File: src/design/rmpb_pkg.sv
`timescale 1ns / 1ps
// ----------------------------------------------------------------------------
// rmpb_pkg
// Shared constants, types and controller/datapath interface structs for the
// row-major to vertical-page frame store.
// ----------------------------------------------------------------------------
package rmpb_pkg;

   // Display geometry (width is a power of two, multiple of 8)
   localparam int DISPLAY_WIDTH  = 128;
   localparam int DISPLAY_HEIGHT = 64;
   localparam int PAGE_COUNT     = (DISPLAY_HEIGHT + 7) / 8;
   localparam int FRAME_BYTES    = DISPLAY_WIDTH * PAGE_COUNT;

   // Column banks: bank k holds every column x with x % 8 == k
   localparam int BANK_COUNT     = 8;
   localparam int BANK_COLS      = DISPLAY_WIDTH / BANK_COUNT;
   localparam int BANK_DEPTH     = FRAME_BYTES / BANK_COUNT;
   localparam int BANK_AW        = $clog2(BANK_DEPTH);
   localparam int BANK_SEL_W     = $clog2(BANK_COUNT);

   // Field widths
   localparam int ROW_W          = 6;
   localparam int BCOL_W         = 4;
   localparam int PIX_W          = 8;
   localparam int AREA_W         = 7;
   localparam int INDEX_W        = 10;
   localparam int COL_W          = $clog2(DISPLAY_WIDTH + 1);
   localparam int HEIGHT_W       = $clog2(DISPLAY_HEIGHT + 1);
   localparam int FIDX_W         = $clog2(FRAME_BYTES + 1);

   // Operation codes
   localparam logic OP_WRITE = 1'b0;
   localparam logic OP_READ  = 1'b1;

   typedef enum logic [2:0] {
      ST_CLEAR,
      ST_IDLE,
      ST_FETCH,
      ST_MERGE,
      ST_RESULT
   } rmpb_state_type;

   // Controller to datapath commands
   typedef struct packed {
      logic clear;
      logic capture;
      logic fetch;
      logic merge;
      logic load_rsp;
   } rmpb_cmd_type;

   // Datapath to controller status
   typedef struct packed {
      logic clear_done;
      logic item_is_read;
      logic rsp_full;
   } rmpb_stat_type;

endpackage

File: src/design/rmpb_ctrl.sv
`timescale 1ns / 1ps
// ----------------------------------------------------------------------------
// rmpb_ctrl
// Sequencer for the frame store: clearing pass after reset, then one word at
// a time through fetch, merge or result.
// ----------------------------------------------------------------------------
module rmpb_ctrl
   import rmpb_pkg::*;
(
   input  logic          clock,
   input  logic          reset,
   input  logic          req_valid,
   output logic          req_ready,
   input  rmpb_stat_type stat,
   output rmpb_cmd_type  cmd
);

   rmpb_state_type state_ff;
   rmpb_state_type state_in;

   // Hold state
   always_ff @(posedge clock) begin
      if (reset) begin
         state_ff <= ST_CLEAR;
      end else begin
         state_ff <= state_in;
      end
   end

   // Next state
   always_comb begin
      state_in = state_ff;
      case (state_ff)
         ST_CLEAR: begin
            if (stat.clear_done) state_in = ST_IDLE;
         end
         ST_IDLE: begin
            if (req_valid) state_in = ST_FETCH;
         end
         ST_FETCH: begin
            state_in = stat.item_is_read ? ST_RESULT : ST_MERGE;
         end
         ST_MERGE: begin
            state_in = ST_IDLE;
         end
         ST_RESULT: begin
            if (!stat.rsp_full) state_in = ST_IDLE;
         end
         default: begin
            state_in = ST_CLEAR;
         end
      endcase
   end

   // Commands
   always_comb begin
      cmd       = '0;
      req_ready = 1'b0;
      case (state_ff)
         ST_CLEAR: begin
            cmd.clear = 1'b1;
         end
         ST_IDLE: begin
            req_ready   = 1'b1;
            cmd.capture = req_valid;
         end
         ST_FETCH: begin
            cmd.fetch = 1'b1;
         end
         ST_MERGE: begin
            cmd.merge = 1'b1;
         end
         ST_RESULT: begin
            cmd.load_rsp = !stat.rsp_full;
         end
         default: begin
            cmd = '0;
         end
      endcase
   end

endmodule

File: config.mk
export PLATFORM = sky130hd
export DESIGN_NAME = rmpb_ctrl
export DESIGN_NICKNAME = d
export VERILOG_FILES = /design/src/design/rmpb_pkg.sv /design/src/design/rmpb_ctrl.sv
export SDC_FILE = /design/constraint.sdc
export NUM_CORES = 1
export LEC_CHECK = 0
export BUFFER_PORTS_ARGS = -buffer_cell sky130_fd_sc_hd__buf_4
export CELL_PAD_IN_SITES_DETAIL_PLACEMENT = 1
export CELL_PAD_IN_SITES_GLOBAL_PLACEMENT = 1
export CORE_AREA = 4 4 41 43
export CTS_CLUSTER_SIZE = 16
export DETAILED_ROUTE_END_ITERATION = 6
export DIE_AREA = 0 0 45 47
export GPL_TIMING_DRIVEN = 0
export PLACE_DENSITY = 0.52
export SLEW_MARGIN = 20
export SYNTH_ARGS = -nofsm -noshare
export SYNTH_HDL_FRONTEND = slang
export SYNTH_SLANG_ARGS = --single-unit
File: constraint.sdc
create_clock -name clock -period 1.3 [get_ports clock]
set_clock_uncertainty 0.1 [all_clocks]
set_input_delay 0.065 -clock clock [delete_from_list [all_inputs] [get_ports clock]]
set_output_delay 0.065 -clock clock [all_outputs]
set_load 0.1 [all_outputs]
======== Yosys cells after proc, flatten, opt, wreduce, memory -nomap -nowiden ========
Cells that the tools add are included.
word-level totals
  bits in registers ....................... 3
  bits in latches ......................... 0
  RAM bits ................................ 0
  memory bits (read-only) ................. 0
  bits of input ports ..................... 6
  output and inout port bits .............. 6
  word-level logic and storage cells ...... 22
  memories ................................ 0
operators by class
  $add $sub $neg .......................... 0
  $mul .................................... 0
  divide/modulo/power cells ............... 0
  $lt $le $gt $ge ......................... 0
  equality and inequality tests ........... 7
  shift-type cells ........................ 0
  multiplexer cells ....................... 11
  bitwise gates (word level) .............. 0
  reductions and logical operators ........ 3
operator list
  kind                                                                   count
  3-bit one-hot mux with 5 select lines                                  1
  3-bit two-way mux                                                      4
  3-bit by 2-bit equality test with 1-bit output, second input constant  2
  1-bit two-way mux                                                      6
  2-bit inequality test, second input constant                           3
  3-bit by 1-bit equality test with 1-bit output, second input constant  1
  3-bit equality test, second input constant                             1
  3-bit zero test                                                        1
  3-bit AND reduction                                                    1
  1-bit zero test                                                        1

======== Logic depth before layout (Yosys ltp) ========
Gate-level depths: netlist (run 1).
  depth in word-level cells ............... 3
  mapped depth ............................ 4
  gate-level depth less buffers ........... 3

======== Worst setup path before layout (run 1) ========
OpenSTA, ideal clock, no wires.
  path type ............................... reg2out
  from .................................... reg state_ff[0]
  to ...................................... out cmd[0] in the netlist's numbering
  arrival ................................. 3.654 ns
  data required time ...................... 1.135 ns
  slack ................................... -2.519 ns
  stages on the path, launching flop included .. 3
  path buffers ............................ 1
  cell sequence ........................... dfxtp_1 -> buf_4 -> nor4b_1
RTL lines
  what                    line             RTL
  start, declared         rmpb_ctrl.sv:18  rmpb_state_type state_ff;
  start signal, assigned  rmpb_ctrl.sv:26  state_ff <= state_in;
  end, declared           rmpb_ctrl.sv:15  output rmpb_cmd_type cmd

==> metrics.csv, run 1 <==
stage,metric,value,unit
sta,worstMarginPinSlew,243,ps
drt,drt-total-wl,946,um
finish,multi_input_area,229,um2
critical_path,rr_worst_depth,4,
worst_hold_path,hold-path-cell-count,3,
worst_hold_path,hold_path_end,state_ff[0],
clocking,clk_latency,230,ps
power_and_ir_drop,irDropWorstVdd,0.614,mV
place,port_buffers,11,
die,coreArea,1300,um2
logic_synthesis,synth_edf_count,0,
grt,antenna_found_initial,0,
outcome,outcome,finished with violations,
sta,fin_crit_sh,1.06,
logic_synthesis,ys_top_cells_by_count,"nor2_1 (4), dfxtp_1 (3), nor3_1 (3)",
power_and_ir_drop,switchingPower,0.357,mW
sta,final_hold_viol_count,0,
power_and_ir_drop,p_comb_frac,0.630,
place,placed_cell_area,403,um2
critical_path,worstReg2RegStart,state_ff[0],
grt,grt-ovfl-total,0,
finish,drive_above_1_share,0.673,
logic_synthesis,synth_top_area_frac,0.231,
clocking,cts_buffers,3,
sta,slew_headroom,0.838,
power_and_ir_drop,p_sw_frac,0.444,
sta,worst_slack,-75.2,ps
finish,diodes,0,
die,dieArea,2120,um2
power_and_ir_drop,seq_power_share,0.167,
critical_path,start_kind,flip-flop,
finish,instances_no_fill,70,
logic_synthesis,yosysSeqAreaShare,0.231,
drt,post_drt_wl_per_cell,13.5,um
finish,design_area,599,um2
die,initial_utilization,0.200,
outcome,violations,setup timing,
grt,grt_usage,0.109,
sta,rsz0062_at_grt,true,
drt,ant_nets,0,
logic_synthesis,synth_area_per_cell,8.13,um2
sta,setup_viol_count_final,4,
power_and_ir_drop,cellLeakagePower,0.240,nW
worst_hold_path,hold_path_class,input port to flip-flop,
worst_hold_path,worst_hold_startpoint,stat[1],
clocking,cts.sinks,3,
drt,route.detailed.drc,0,
clocking,ctsLongestPathBuffers,2,
finish,fin_nets,62,
critical_path,cp.required,1130,ps
critical_path,crit_fanout,6,
drt,dr.pass1.iters,1,
logic_synthesis,yosysTopAreaCell,dfxtp_1,
finish,final_core_util,0.461,
critical_path,critPathKind,flip-flop to output pin,
critical_path,ff2ff_setup_slack,10,ps
finish,top_regs,state_ff (3),
clocking,htreeDepth,1,
logic_synthesis,yosysUniqueCellTypes,21,
critical_path,regToRegEndpoint,state_ff[2],
critical_path,arrival,1210,ps
die,die_h,47,um
power_and_ir_drop,power.density,1340,nW/um2
logic_synthesis,ys.flop_type,dfxtp_1,
logic_synthesis,syn_inst,32,
finish,largest_reg_flops,3,
die,io_pins,12,
clocking,cts_tree,built,
logic_synthesis,synth_fp_nets,38,
clocking,root_buffer,clkbuf_4,
finish,regMostFlops,state_ff,
clocking,clk_pin_slew,40,ps
place,dp_hpwl,606,um
sta,slew_viol_final,0,
logic_synthesis,synth_most_common_cell,nor2_1,
grt,grt_max_degree,7,
critical_path,worstSetupEndpointType,output pin,
power_and_ir_drop,power.clock.fraction,0.204,
logic_synthesis,ys_warn_count,0,
grt,grt_pass1_vias,348,
finish,synthToLayoutAreaGrowth,130,%
die,fp-row-count,13,
logic_synthesis,synthesis.area,260,um2
drt,via_per_inst,4.83,
drt,drt_iter0_drc,0,
logic_synthesis,ys_top_cells_by_area,"dfxtp_1 (23%), buf_6 (8.7%), nor3_1 (5.8%), a221oi_2 (5.8%), nor2_1 (5.8%)",
finish,fillers,161,
grt,grt_pass1_wl,1590,um
sta,finalCriticalPeriod,1380,ps
die,die_w,45,um
place,dp.cells,58,
place,place.gp.congestion,0.752,
run,cap_violations,0,
logic_synthesis,synth-seq-cells,3,
sta,max_freq,0.727,GHz
finish,seqCellArea,68.8,um2
drt,vias,338,
power_and_ir_drop,internal_power,0.448,mW
logic_synthesis,async_reset_ff_frac,0,
## per-stage QoR
| stage | TNS, ps | setup WS, ps | power [mW] | hold slack [ps] |
|---|---|---|---|---|
| 2_1_floorplan | -1650 | -555 | 0.421 | 31.2 |
| 3_3_place_gp | 0 | 4.53 | 0.490 | 150 |
| 3_5_place_dp | -13.8 | -13.8 | 0.494 | 150 |
| 4_1_cts | -158 | -86.5 | 0.782 | 51.4 |
| 5_1_grt | -608 | -143 | 0.858 | 74.2 |
| 6_report | -193 | -75.2 | 0.805 | 64.1 |
## cell usage in the layout (no fill, tap or decap), types with 2 or more instances in the layout
| cell | instances |
|---|---|
| a21oi_1 | 2 |
| buf_12 | 5 |
| buf_4 | 11 |
| buf_6 | 4 |
| clkbuf_4 | 3 |
| dfxtp_4 | 2 |
| nor2_1 | 3 |
| nor2_4 | 2 |
| nor3_1 | 2 |
| o21ai_0 | 2 |
## metal layers
| layer | up-vias | routed length (um) | track usage |
|---|---|---|---|
| met1 | 165 | 377 | 0.109 |
| met5 | - | 0 | 0 |
| met4 | 0 | 6 | 0.0526 |
| met2 | 9 | 513 | 0.195 |
| met3 | 2 | 48 | 0.0460 |
| li1 | 162 | - | - |
## worst max-delay path: stages, from the launching register on
cell and delay, ps:
dfxtp_2 310, buf_6 140, nor4b_4 260, buf_6 260
## cell families (layout without fill, tap and decap cells)
kind of cell / count (synthesis) / in the layout / synth area share
muxes: 1 / 1 / 0.0385
buffers and inverters: 4 / 27 / 0.130
DFF: 3 / 3 / 0.231
AOI/OAI and AO/OA: 7 / 7 / 0.212
and+or+nand+nor: 17 / 17 / 0.389
## what timing repair did
item / CTS / global route
cloned: 0 / 0
hold endpoints to repair: 2 / 0
pin swaps: 4 / 5
setup buffers: 5 / 3
hold buffers: 1 / 0
gates resized for setup: 21 / 9
endpoints found under the setup margin: 6 / 8
## layout make-up
cell class,instances,share of cell area
Multi-Input combinational cell,25,0.382
Timing Repair Buffer,20,0.378
Sequential cell,3,0.115
Clock buffer,4,0.0438
Buffer,2,0.0438
Tap cell,15,0.0313
Inverter,1,0.00626
## how the worst max path moves through the flow
stage                      from           to  slack [ps]  cells after the start
floorplan           state_ff[2]  state_ff[2]        -550                      4
global placement    state_ff[0]       cmd[0]           5                      3
detailed placement  state_ff[0]       cmd[0]         -10                      3
CTS                 state_ff[0]       cmd[0]         -90                      3
global route        state_ff[1]       cmd[0]        -140                      3
finish              state_ff[1]       cmd[0]         -80                      3
## power groups by stage
stage | Combinational [mW] | Clock (mW) | Sequential [mW]
after floorplan | 0.302 | 0 | 0.119
after global placement | 0.367 | 0 | 0.122
after detailed placement | 0.371 | 0 | 0.123
after CTS | 0.485 | 0.174 | 0.123
after global routing | 0.537 | 0.184 | 0.137
final | 0.507 | 0.164 | 0.134
(Power assumes the default switching activity.)
==> run 2, diff against run 1 <==
Settings changed: RECOVER_POWER set to 100.
==> metrics.csv, run 2 (same netlist as run 1, synthesis figures left out) <==
stage,metric,value,unit,change
clocking,clk_pin_slew,40,ps,about the same
sta,rsz0062_at_grt,true,,unchanged
critical_path,critPathKind,flip-flop to output pin,,unchanged
die,coreArea,1300,um2,unchanged
finish,fin_nets,62,,unchanged
place,port_buffers,11,,unchanged
finish,largest_reg_flops,3,,unchanged
finish,final_common_cell,buf_4,,unchanged
critical_path,cp.required,1130,ps,about the same
die,die_w,45,um,unchanged
power_and_ir_drop,cellLeakagePower,0.240,nW,about the same
grt,busiest_layer,met2,,unchanged
critical_path,arrival,1210,ps,about the same
sta,fin_crit_sh,1.06,,about the same
power_and_ir_drop,internal_power,0.445,mW,was 0.448 mW
sta,worst_slack,-75.5,ps,was -75.2 ps
die,io_pins,12,,unchanged
drt,vias,334,,was 338
place,dp_hpwl,606,um,unchanged
sta,slew_viol_final,0,,unchanged
clocking,cts_buffers,3,,unchanged
drt,drt-total-wl,943,um,was 946 um
drt,post_drt_wl_per_cell,13.5,um,about the same
grt,grt_pass1_vias,348,,unchanged
finish,diodes,0,,unchanged
critical_path,start_kind,flip-flop,,unchanged
clocking,htreeDepth,1,,unchanged
finish,final_core_util,0.459,,was 0.461
sta,fin_tns_setup,-195,ps,was -193 ps
drt,ant_nets,0,,unchanged
die,initial_utilization,0.200,,unchanged
finish,synthToLayoutAreaGrowth,129,%,was 130%
power_and_ir_drop,seq_power_share,0.168,,was 0.167
outcome,violations,setup timing,,unchanged
power_and_ir_drop,p_sw_frac,0.445,,was 0.444
die,fp-row-count,13,,unchanged
finish,top_regs,state_ff (3),,unchanged
drt,route.detailed.drc,0,,unchanged
grt,grt_pass1_wl,1590,um,unchanged
place,place.gp.congestion,0.752,,unchanged
sta,slew_headroom,0.838,,unchanged
drt,drt_iter0_drc,1,,was 0
grt,antenna_found_initial,0,,unchanged
sta,setup_viol_count_final,4,,unchanged
finish,fillers,161,,unchanged
clocking,cts_tree,built,,unchanged
grt,use_met3,0.0460,,unchanged
run,cap_violations,0,,unchanged
grt,grt_max_degree,7,,unchanged
grt,grt-ovfl-total,0,,unchanged
grt,grt_usage,0.109,,unchanged
sta,finalCriticalPeriod,1380,ps,about the same
critical_path,crit_fanout,6,,unchanged
sta,final_hold_viol_count,0,,unchanged
clocking,ctsLongestPathBuffers,2,,unchanged
power_and_ir_drop,power.clock.fraction,0.204,,about the same
power_and_ir_drop,p_comb_frac,0.628,,was 0.630
sta,worstMarginPinSlew,243,ps,about the same
power_and_ir_drop,power,0.802,mW,was 0.805 mW
clocking,root_buffer,clkbuf_4,,unchanged
worst_hold_path,hold_path_class,input port to flip-flop,,unchanged
grt,use_met1,0.109,,unchanged
outcome,outcome,finished with violations,,unchanged
sta,hold_ws,62.4,ps,was 64.1 ps
drt,via_per_inst,4.77,,was 4.83
critical_path,worstSetupEndpointType,output pin,,unchanged
finish,mostFrequentLayoutCells,"buf_4 (10), buf_12 (5), buf_6 (4)",,"was buf_4 (11), buf_12 (5), buf_6 (4)"
sta,max_freq,0.727,GHz,about the same
power_and_ir_drop,irDropWorstVdd,0.642,mV,was 0.614 mV
grt,grtUsageMet2,0.195,,unchanged
clocking,cts.sinks,3,,unchanged
die,dieArea,2120,um2,unchanged
finish,drive_above_1_share,0.673,,unchanged
drt,dr.pass1.iters,2,,was 1
finish,regMostFlops,state_ff,,unchanged
power_and_ir_drop,power.density,1340,nW/um2,about the same
die,die_h,47,um,unchanged
clocking,clk_latency,230,ps,about the same
power_and_ir_drop,switchingPower,0.357,mW,about the same
==> run 2: repair_timing <==
| item | 4_1_cts | 5_1_grt |
|---|---|---|
| setup endpoints to repair | 6 | 8 |
| hold endpoints to repair | 2 | 0 |
| gates resized for setup | 21 | 9 |
| hold buffers | 1 | 0 |
| pin swaps | 4 | 5 |
| buffers inserted | 5 | 3 |
==> run 2: layer usage <==
metal	part of all wire	wire length, um
met4	0.0064	6
met3	0.051	48
met2	0.54	509
met5	0	0
met1	0.40	378
==> run 2: worst max-delay path, cell delays in order, from the launching register on <==
cell and delay [ps]:
dfxtp_2 310, buf_6 140, nor4b_4 260, buf_6 260
==> run 2: path summary, 6_finish.rpt <==
kind	startpoint	end	slack, ps	cells after the start
worst max-delay path	state_ff[1]	cmd[0]	-80	3
worst min-delay path	stat[1]	state_ff[0]	60	3
worst max register to register	state_ff[0]	state_ff[2]	0	4
worst min register to register	state_ff[2]	state_ff[1]	580	2
==> run 2: area by class of cell <==
type	instances	area (um2)	area share
multi-input cells	25	229	0.384
repair buffers	20	224	0.375
flip-flops and latches	3	68.8	0.115
clock buffers	4	26.3	0.0440
plain buffers	2	26.3	0.0440
well taps	15	18.8	0.0314
inverters	1	3.75	0.00629
==> run 2: stage by stage <==
step,setup slack [ps],std cells,cell area [um2]
after global placement,4.53,58,403
after floorplan,-555,32,302
final,-75.5,70,597
after CTS,-86.5,68,553
after detailed placement,-13.8,58,403
after global routing,-143,70,597
==> run 2: power groups by stage <==
stage	sequential [mW]	combinational [mW]	clock, mW
after floorplan	0.119	0.302	0
after global placement	0.122	0.367	0
after detailed placement	0.123	0.371	0
after CTS	0.123	0.485	0.174
after global routing	0.137	0.534	0.184
final	0.135	0.504	0.164
